$ cat config.mk
export PLATFORM = sky130hd
export DESIGN_NAME = vwap_and_ema_indicator
export DESIGN_NICKNAME = d
export VERILOG_FILES = /design/src/sv/vwema_pkg.sv /design/src/sv/vwap_and_ema_indicator.sv /design/src/sv/vwema_mul.sv /design/src/sv/vwema_div.sv
export SDC_FILE = /design/constraint.sdc
export NUM_CORES = 2
export LEC_CHECK = 0
export BUFFER_PORTS_ARGS = -buffer_cell sky130_fd_sc_hd__clkbuf_2
export CAP_MARGIN = 20
export CORE_ASPECT_RATIO = 1.2
export CORE_MARGIN = 4
export CORE_UTILIZATION = 42
export CTS_CLUSTER_DIAMETER = 40
export CTS_CLUSTER_SIZE = 20
export DETAILED_ROUTE_END_ITERATION = 10
export MAX_ROUTING_LAYER = met4
export SLEW_MARGIN = 25
export SYNTH_ARGS = -nofsm -noshare
export SYNTH_HDL_FRONTEND = slang
export SYNTH_SLANG_ARGS = --single-unit
$ cat constraint.sdc
create_clock -name clk -period 15.65 [get_ports clk]
set_clock_uncertainty 0.15 [all_clocks]
set_input_delay 3.9125 -clock clk [delete_from_list [all_inputs] [get_ports clk]]
set_output_delay 3.9125 -clock clk [all_outputs]
set_load 0.005 [all_outputs]
$ cat src/sv/vwema_pkg.sv
// ----------------------------------------------------------------------------
// VWAP and EMA indicator package
// Field widths, register indexes and the sequencer state type.
// ----------------------------------------------------------------------------
`default_nettype none

package vwema_pkg;

  // Field and state widths.
  localparam int PRICE_W   = 24;
  localparam int VOLUME_W  = 24;
  localparam int PERIOD_W  = 16;
  localparam int ALPHA_W   = 17;
  localparam int EMA_W     = 32;
  localparam int VWAP_W    = 24;
  localparam int VOLTOT_W  = 40;
  localparam int PVTOT_W   = 64;
  localparam int CFG_IDX_W = 1;
  localparam int CFG_DATA_W = 17;

  // Configuration register indexes.
  localparam logic [CFG_IDX_W-1:0] REG_PERIOD = 1'b0;
  localparam logic [CFG_IDX_W-1:0] REG_ALPHA  = 1'b1;

  // Tick sequencer states.
  typedef enum logic [2:0] {
    ST_IDLE,
    ST_MUL,
    ST_ROUND,
    ST_UPDATE,
    ST_FINISH,
    ST_DIV,
    ST_OUT
  } state_t;

endpackage

`default_nettype wire

$ cat src/sv/vwap_and_ema_indicator.sv
// ----------------------------------------------------------------------------
// VWAP and EMA indicator
// Per-tick exponential moving average and end-of-series VWAP.
// ----------------------------------------------------------------------------
// Ticks arrive on the in_ stream (price and volume in tdata, tlast marks the
// final tick of a series). Each tick produces exactly one result on the out_
// stream: the EMA in Q24.8 and the VWAP in tdata, valid flags in tuser, and
// tlast copying the input flag. The VWAP is nonzero only on the last tick.
// A tick is processed one at a time. Both serial multipliers start at the
// request; the price x volume product, which also covers the EMA product,
// holds the sequencer in its multiply step. Round, update, finish and output
// steps follow, and the next request is taken once the sequencer is idle
// again. A last tick that needs the VWAP adds a pass through the 24-bit
// serial divider after the finish step.
// in_tready is high only while the sequencer is idle and out of reset.
// A finished result sits in the output register; the next tick is taken
// while it waits, and the sequencer holds in its output step if the
// receiver stalls with a result pending.
// Reset (rst_n low, synchronous) clears period and alpha to zero and clears
// all series state; configuration is written through cfg_. The user must
// write it only while idle; the block itself does not enforce this.
// ----------------------------------------------------------------------------
`default_nettype none

module vwap_and_ema_indicator (
  input  wire logic                                clk,
  input  wire logic                                rst_n,
  // Configuration writes.
  input  wire logic                                cfg_we,
  input  wire logic [vwema_pkg::CFG_IDX_W-1:0]     cfg_index,
  input  wire logic [vwema_pkg::CFG_DATA_W-1:0]    cfg_data,
  // Tick stream.
  input  wire logic                                in_tvalid,
  output logic                                     in_tready,
  input  wire logic [47:0]                         in_tdata,  // price[23:0], volume[47:24]
  input  wire logic                                in_tlast,
  // Result stream.
  output logic                                     out_tvalid,
  input  wire logic                                out_tready,
  output logic [55:0]                              out_tdata, // ema_value[31:0], vwap[55:32]
  output logic [1:0]                               out_tuser, // ema_valid[0], vwap_valid[1]
  output logic                                     out_tlast
);

  localparam int PW  = vwema_pkg::PRICE_W;
  localparam int VW  = vwema_pkg::VOLUME_W;
  localparam int EW  = vwema_pkg::EMA_W;
  localparam int AW  = vwema_pkg::ALPHA_W;
  localparam int TW  = vwema_pkg::VOLTOT_W;
  localparam int SW  = vwema_pkg::PVTOT_W;
  localparam int QW  = vwema_pkg::VWAP_W;
  localparam int STW = EW + 2;

  vwema_pkg::state_t state_r, state_nxt;

  logic               accept;
  logic               mul_start;
  logic               div_start;
  logic               out_load;

  logic [vwema_pkg::PERIOD_W-1:0] period_r;
  logic [AW-1:0]      alpha_r;

  logic [PW-1:0]      price_r;
  logic [VW-1:0]      vol_r;
  logic               last_r;
  logic               neg_r;
  logic [STW-1:0]     step_r;

  logic [EW-1:0]      avg_r;
  logic               started_r;
  logic [vwema_pkg::PERIOD_W-1:0] ticks_r;
  logic [TW-1:0]      vol_tot_r;
  logic [SW-1:0]      pv_tot_r;

  logic [EW-1:0]      ema_out_r;
  logic               ema_ok_r;
  logic               div_used_r;

  logic               out_valid_r;
  logic [55:0]        out_data_r;
  logic [1:0]         out_user_r;
  logic               out_last_r;

  logic [EW-1:0]      in_price_q;
  logic               in_neg;
  logic [EW-1:0]      in_mag;
  logic [EW-1:0]      price_q;
  logic [EW+AW-1:0]   ema_prod;
  logic [PW+VW-1:0]   pv_prod;
  logic               ema_busy;
  logic               pv_busy;
  logic               div_busy;
  logic [QW-1:0]      div_q;
  logic [EW+AW:0]     rounded;
  logic [EW+1:0]      up_sum;
  logic [EW-1:0]      ema_new;

  // Distance of the new price from the average, taken at the request.
  assign in_price_q = {in_tdata[PW-1:0], 8'h00};
  assign in_neg     = in_price_q < avg_r;
  assign in_mag     = in_neg ? (avg_r - in_price_q) : (in_price_q - avg_r);
  assign price_q    = {price_r, 8'h00};

  vwema_mul #(.WA(EW), .WB(AW)) u_ema_mul (
    .clk   (clk),
    .rst_n (rst_n),
    .start (mul_start),
    .a     (in_mag),
    .b     (alpha_r),
    .busy  (ema_busy),
    .prod  (ema_prod)
  );

  vwema_mul #(.WA(PW), .WB(VW)) u_pv_mul (
    .clk   (clk),
    .rst_n (rst_n),
    .start (mul_start),
    .a     (in_tdata[PW-1:0]),
    .b     (in_tdata[PW+VW-1:PW]),
    .busy  (pv_busy),
    .prod  (pv_prod)
  );

  vwema_div u_div (
    .clk      (clk),
    .rst_n    (rst_n),
    .start    (div_start),
    .dividend (pv_tot_r),
    .divisor  (vol_tot_r),
    .busy     (div_busy),
    .quotient (div_q)
  );

  // Round the scaled step to nearest, ties away from zero (magnitude form).
  assign rounded = {1'b0, ema_prod} + (EW+AW+1)'(32768);

  // Apply the step with saturation at both ends.
  assign up_sum = {2'b00, avg_r} + step_r;
  always_comb begin
    if (neg_r) begin
      ema_new = (step_r >= {2'b00, avg_r}) ? '0 : (avg_r - step_r[EW-1:0]);
    end else begin
      ema_new = (up_sum[EW+1:EW] != 2'b00) ? {EW{1'b1}} : up_sum[EW-1:0];
    end
  end

  // Sequencer state register.
  always_ff @(posedge clk) begin
    if (!rst_n) begin
      state_r <= vwema_pkg::ST_IDLE;
    end else begin
      state_r <= state_nxt;
    end
  end

  // Next state and strobes.
  always_comb begin
    state_nxt = state_r;
    in_tready = 1'b0;
    accept    = 1'b0;
    mul_start = 1'b0;
    div_start = 1'b0;
    out_load  = 1'b0;
    case (state_r)
      vwema_pkg::ST_IDLE: begin
        in_tready = rst_n;
        if (in_tvalid && rst_n) begin
          accept    = 1'b1;
          mul_start = 1'b1;
          state_nxt = vwema_pkg::ST_MUL;
        end
      end
      vwema_pkg::ST_MUL: begin
        if (!ema_busy && !pv_busy) begin
          state_nxt = vwema_pkg::ST_ROUND;
        end
      end
      vwema_pkg::ST_ROUND: begin
        state_nxt = vwema_pkg::ST_UPDATE;
      end
      vwema_pkg::ST_UPDATE: begin
        state_nxt = vwema_pkg::ST_FINISH;
      end
      vwema_pkg::ST_FINISH: begin
        if (last_r && (period_r != '0) && (vol_tot_r != '0)) begin
          div_start = 1'b1;
          state_nxt = vwema_pkg::ST_DIV;
        end else begin
          state_nxt = vwema_pkg::ST_OUT;
        end
      end
      vwema_pkg::ST_DIV: begin
        if (!div_busy) begin
          state_nxt = vwema_pkg::ST_OUT;
        end
      end
      vwema_pkg::ST_OUT: begin
        if (!out_valid_r || out_tready) begin
          out_load  = 1'b1;
          state_nxt = vwema_pkg::ST_IDLE;
        end
      end
      default: begin
        state_nxt = vwema_pkg::ST_IDLE;
      end
    endcase
  end

  // Configuration registers.
  always_ff @(posedge clk) begin
    if (!rst_n) begin
      period_r <= '0;
      alpha_r  <= '0;
    end else if (cfg_we) begin
      case (cfg_index)
        vwema_pkg::REG_PERIOD: period_r <= cfg_data[vwema_pkg::PERIOD_W-1:0];
        vwema_pkg::REG_ALPHA:  alpha_r  <= cfg_data[AW-1:0];
        default: ;
      endcase
    end
  end

  // Captured tick and rounded step.
  always_ff @(posedge clk) begin
    if (accept) begin
      price_r <= in_tdata[PW-1:0];
      vol_r   <= in_tdata[PW+VW-1:PW];
      last_r  <= in_tlast;
      neg_r   <= in_neg;
    end
    if (state_r == vwema_pkg::ST_ROUND) begin
      step_r <= rounded[EW+AW:16];
    end
  end

  // Series state: EMA and VWAP sums, cleared after the last tick.
  always_ff @(posedge clk) begin
    if (!rst_n) begin
      avg_r      <= '0;
      started_r  <= 1'b0;
      ticks_r    <= '0;
      vol_tot_r  <= '0;
      pv_tot_r   <= '0;
      ema_out_r  <= '0;
      ema_ok_r   <= 1'b0;
      div_used_r <= 1'b0;
    end else if (state_r == vwema_pkg::ST_UPDATE) begin
      if (period_r != '0) begin
        started_r <= 1'b1;
        ema_ok_r  <= 1'b1;
        if (!started_r) begin
          avg_r     <= price_q;
          ema_out_r <= price_q;
        end else begin
          avg_r     <= ema_new;
          ema_out_r <= ema_new;
        end
      end else begin
        ema_out_r <= '0;
        ema_ok_r  <= 1'b0;
      end
      if (ticks_r < period_r) begin
        ticks_r   <= ticks_r + 1'b1;
        vol_tot_r <= vol_tot_r + TW'(vol_r);
        pv_tot_r  <= pv_tot_r + SW'(pv_prod);
      end
    end else if (state_r == vwema_pkg::ST_FINISH) begin
      div_used_r <= div_start;
      if (last_r) begin
        avg_r     <= '0;
        started_r <= 1'b0;
        ticks_r   <= '0;
        vol_tot_r <= '0;
        pv_tot_r  <= '0;
      end
    end
  end

  // Output register, freed when the receiver takes the result.
  always_ff @(posedge clk) begin
    if (!rst_n) begin
      out_valid_r <= 1'b0;
    end else if (out_load) begin
      out_valid_r <= 1'b1;
    end else if (out_tready) begin
      out_valid_r <= 1'b0;
    end
  end

  always_ff @(posedge clk) begin
    if (out_load) begin
      out_data_r <= {(div_used_r ? div_q : {QW{1'b0}}), ema_out_r};
      out_user_r <= {last_r, ema_ok_r};
      out_last_r <= last_r;
    end
  end

  assign out_tvalid = out_valid_r;
  assign out_tdata  = out_data_r;
  assign out_tuser  = out_user_r;
  assign out_tlast  = out_last_r;

endmodule

`default_nettype wire

$ cat src/sv/vwema_mul.sv
// ----------------------------------------------------------------------------
// Serial shift-add multiplier
// Unsigned A x B, one multiplier bit per cycle.
// ----------------------------------------------------------------------------
`default_nettype none

module vwema_mul #(
  parameter int WA = 32,
  parameter int WB = 17
) (
  input  wire logic             clk,
  input  wire logic             rst_n,
  input  wire logic             start,
  input  wire logic [WA-1:0]    a,
  input  wire logic [WB-1:0]    b,
  output logic                  busy,
  output logic [WA+WB-1:0]      prod
);

  localparam int CW = $clog2(WB + 1);

  logic              busy_r;
  logic [CW-1:0]     cnt_r;
  logic [WA-1:0]     a_r;
  logic [WA+WB-1:0]  prod_r;
  logic [WA+WB-1:0]  prod_nxt;
  logic [WA:0]       sum;

  // Upper half plus the multiplicand when the current multiplier bit is set.
  assign sum      = {1'b0, prod_r[WA+WB-1:WB]} + (prod_r[0] ? {1'b0, a_r} : '0);
  assign prod_nxt = {sum, prod_r[WB-1:1]};

  // Step counter and busy flag.
  always_ff @(posedge clk) begin
    if (!rst_n) begin
      busy_r <= 1'b0;
      cnt_r  <= '0;
    end else if (start) begin
      busy_r <= 1'b1;
      cnt_r  <= '0;
    end else if (busy_r) begin
      if (cnt_r == CW'(WB - 1)) begin
        busy_r <= 1'b0;
      end
      cnt_r <= cnt_r + 1'b1;
    end
  end

  // Product register: low half starts as the multiplier and shifts out.
  always_ff @(posedge clk) begin
    if (start) begin
      a_r    <= a;
      prod_r <= {{WA{1'b0}}, b};
    end else if (busy_r) begin
      prod_r <= prod_nxt;
    end
  end

  assign busy = busy_r;
  assign prod = prod_r;

endmodule

`default_nettype wire

$ cat src/sv/vwema_div.sv
// ----------------------------------------------------------------------------
// Serial restoring divider
// Price-volume total over volume total, one quotient bit per cycle.
// ----------------------------------------------------------------------------
`default_nettype none

module vwema_div (
  input  wire logic                            clk,
  input  wire logic                            rst_n,
  input  wire logic                            start,
  input  wire logic [vwema_pkg::PVTOT_W-1:0]   dividend,
  input  wire logic [vwema_pkg::VOLTOT_W-1:0]  divisor,
  output logic                                 busy,
  output logic [vwema_pkg::VWAP_W-1:0]         quotient
);

  localparam int QW = vwema_pkg::VWAP_W;
  localparam int RW = vwema_pkg::VOLTOT_W;
  localparam int CW = $clog2(QW + 1);

  logic           busy_r;
  logic [CW-1:0]  cnt_r;
  logic [RW-1:0]  rem_r;
  logic [RW-1:0]  rem_nxt;
  logic [QW-1:0]  q_r;
  logic [QW-1:0]  q_nxt;
  logic [RW-1:0]  dvs_r;
  logic [RW+1:0]  diff;

  // The quotient is known to fit in QW bits, so the upper dividend bits
  // already form a partial remainder below the divisor.
  assign diff    = {1'b0, rem_r, q_r[QW-1]} - {2'b00, dvs_r};
  assign rem_nxt = diff[RW+1] ? {rem_r[RW-2:0], q_r[QW-1]} : diff[RW-1:0];
  assign q_nxt   = {q_r[QW-2:0], ~diff[RW+1]};

  // Step counter and busy flag.
  always_ff @(posedge clk) begin
    if (!rst_n) begin
      busy_r <= 1'b0;
      cnt_r  <= '0;
    end else if (start) begin
      busy_r <= 1'b1;
      cnt_r  <= '0;
    end else if (busy_r) begin
      if (cnt_r == CW'(QW - 1)) begin
        busy_r <= 1'b0;
      end
      cnt_r <= cnt_r + 1'b1;
    end
  end

  // Remainder and quotient shift registers.
  always_ff @(posedge clk) begin
    if (start) begin
      rem_r <= dividend[vwema_pkg::PVTOT_W-1:QW];
      q_r   <= dividend[QW-1:0];
      dvs_r <= divisor;
    end else if (busy_r) begin
      rem_r <= rem_nxt;
      q_r   <= q_nxt;
    end
  end

  assign busy     = busy_r;
  assign quotient = q_r;

endmodule

`default_nettype wire

==> metrics <==
Crit path top cell by count clkbuf_2; sequential cell area 15550 um^2; Final Hold Slack 0.2799 ns; Die H 340.0 um; reg2reg start avg_r[0]; max_cap viols 0; buffer and inverter count on the worst path 3; synth warn 0; top-level I/O count 133; Filler cells 8825; CTS tree done; Net Sw Frac 31.56%; Tot GR Track Use 22.68%; drc violations 0; Pint 3595 uW; core area 90990 um^2; top_reg_cell synth edfxtp_1; Die W 284.7 um; Skew-Pair Late Insertion Delay 0.65 ns; Avg Inst Size Synth 8.879 um^2; die area 96810 um^2; Setup-failing EPs final 0; worst slew pin tran 0.9958 ns; area of the multi-input gates 21370 um^2; worst hold start ema_out_r[7]; CP startpoint rst_n; Pleak 0.01839 uW; Mapped Cells 4346; setup_tns 0 ns; worst-path cell chain clkbuf_2, inv_4, nor4_1, clkbuf_2; Layout area overhead 12.83%; DRT iter0 DRCs 2680; clock share of power 39.9%; Post-DP HPWL 81200 um; Power Density 120.6 nW/um^2; CTS resizes 0; global-route wire length before repair 172000 um; NetSw 1658 uW; Post-synth EDFFs 319; endpoint class of the critical path output port; postcts setup bufs 0; async set-reset flop share out of synthesis 0%; initial antenna violation count 3; most common cell in the netlist nand2_1; final-report hold violation count 0; post-synth top area share 24.82%; Final nets 4828; cts bufs inserted 93; Inst Count DP 5550; hold-critical path depth 0; routed vias/inst 5.480; TritonCTS Sinks 617; H-tree depth 3; final period utilization 60.17%; clock transition at the registers of the reported paths 0.06 ns; Area contributors post-synth edfxtp_1 (25%), dfxtp_1 (15%), ha_1 (11%); register area share after synthesis 40.28%; Hold WC Path Type flop to flop; Non-Filler Instances 5725; kind of critical path primary input to output port; TritonRoute pass-1 iters 10; RR Endpoint ema_out_r[21]; Fmax 106.2 MHz; Antenna Violating Nets Remaining 0; Max VDD drop 0.00008094 V; critical path launch point type primary input; syn nets 4757; Routed WL 109000 um; share of layout cells above drive strength 1 9.059%; Initial Utilization 42.41%; CTS Hold Buffers Added 0; final period demand of the worst path 9.417 ns; most instantiated cells after synthesis nand2_1 (577), a21oi_1 (441), nor2_1 (340); synth unique cells 99; Final Wtd Congestion 0.9434; WP data required 11.59 ns; Yosys reg bits 617; relative slew slack 32.74%; slowest stage cell, crit path nor4_1; Worst Path Max Fanout 14; total gr overflow 0; cell taking the most area after synthesis edfxtp_1; crit-path max cell delay 0.67 ns; status finished, final reports clean; vias in the first global route 30946; PortBufs 132; sequential fraction of design power 38.5%; R2R setup slack 10.37 ns; clock buffer depth 3; largest net degree at the start of global routing 87; delay-heaviest family, CP buffers and inverters; WHS Endpoint out_tdata[7]; WP data arrival 5.35 ns; Mapped Area 38590 um^2; num rows 121; logic gate share of total power 21.5%; worst r2r path cells 14; RSZ-0062 raised after global routing false; post-layout util 47.85%; Max Slew Vio Count 0; DR WL/cell 19.03 um; vias 31371; clk root buf clkbuf_16
cells in the final DEF (no fill, tap or decap), types with 10 or more instances in the layout:
master      instances
nand2_1           575
a21oi_1           440
nor2_1            335
ha_1              331
edfxtp_1          319
dfxtp_1           297
inv_1             243
xnor2_1           185
o21ai_0           172
nand3_1           133
clkbuf_2          132
a21o_1            130
xor2_1            101
and2_1             98
clkbuf_16          96
nand4_1            57
o21bai_1           56
nor3_1             51
and3_1             45
a31oi_1            43
mux2i_1            40
a211oi_1           38
o21a_1             37
buf_4              36
nand2b_1           32
nor4_1             32
a22oi_1            32
nor2b_1            28
or3_1              28
o211ai_1           23
o31ai_1            21
inv_6              18
a31o_2             13
clkinv_4           11
a221oi_1           10
o221ai_1           10
clkinvlp_4         10
cells by family (layout without fill, tap and decap cells):
logic type	after synthesis	in the layout	synth area share [%]
adders and majority gates	339	339	11.15
xor gates and xnor gates	287	287	6.533
other	0	2	0
buffers and inverters	444	591	4.523
and+or+nand+nor	1472	1472	17.53
AOI/OAI and AO/OA	1147	1147	18.94
DFF	617	617	40.28
muxes	40	40	1.038
how the worst max path moves through the flow:
stage	end	depth (start not counted)
2_1_floorplan	in_tready	3
3_3_place_gp	in_tready	4
3_5_place_dp	in_tready	4
4_1_cts	in_tready	4
5_1_grt	in_tready	4
6_report	in_tready	4
layer usage:
metal | track usage (%) | part of all wire, %
met4 | 7.851 | 3.5
met1 | 28.07 | 44
met2 | 38.42 | 48
met3 | 2.773 | 4.7
met5 | - | 0
sequential cells by signal, indices dropped and copies added, names as in the netlist, 34 cells and up:
name,count
out_tdata,56
pv_tot_r,64
step_r,34
u_div.dvs_r,40
u_div.rem_r,40
u_ema_mul.prod,49
u_pv_mul.prod,48
vol_tot_r,40
power groups by stage:
stage / Clock (uW) / Combinational, uW / Sequential, uW
after detailed placement: 0 / 1120 / 2060
final: 2100 / 1130 / 2020
after CTS: 2140 / 1120 / 2030
after global routing: 2220 / 1270 / 2040
after floorplan: 0 / 883 / 1990
after global placement: 0 / 1100 / 2060
through the flow:
step | power, uW | worst slack (ns) | area, um^2
6_report | 5253 | 6.233 | 43540
4_1_cts | 5293 | 6.230 | 43480
2_1_floorplan | 2878 | 7.176 | 38590
5_1_grt | 5535 | 6.101 | 43540
3_3_place_gp | 3161 | 6.298 | 40310
3_5_place_dp | 3178 | 6.234 | 40340
final cells by class:
class                           count  share of cell area (%)
Antenna cell                        2                 0.01149
Clock buffer                      101                   5.607
Clock inverter                     70                   1.621
Inverter                          249                   2.164
Multi-Input combinational cell   3285                   49.07
Sequential cell                   617                   35.71
Tap cell                         1230                   3.535
Timing Repair Buffer              171                   2.282
worst register-to-register path: stages (launching register included):
cell	delay [ns]
dfxtp_1	0.46
ha_1	0.31
fa_1	0.38
nor2b_2	0.18
o21ai_0	0.29
a211oi_1	0.15
nor3_2	0.41
o21ai_2	0.20
a31oi_1	0.60
o221ai_1	0.41
nor3_1	0.28
a31o_2	0.41
nand2_2	0.31
o21ai_0	0.46
nand3_1	0.13
Note: power is estimated with default switching activity, not from simulation.
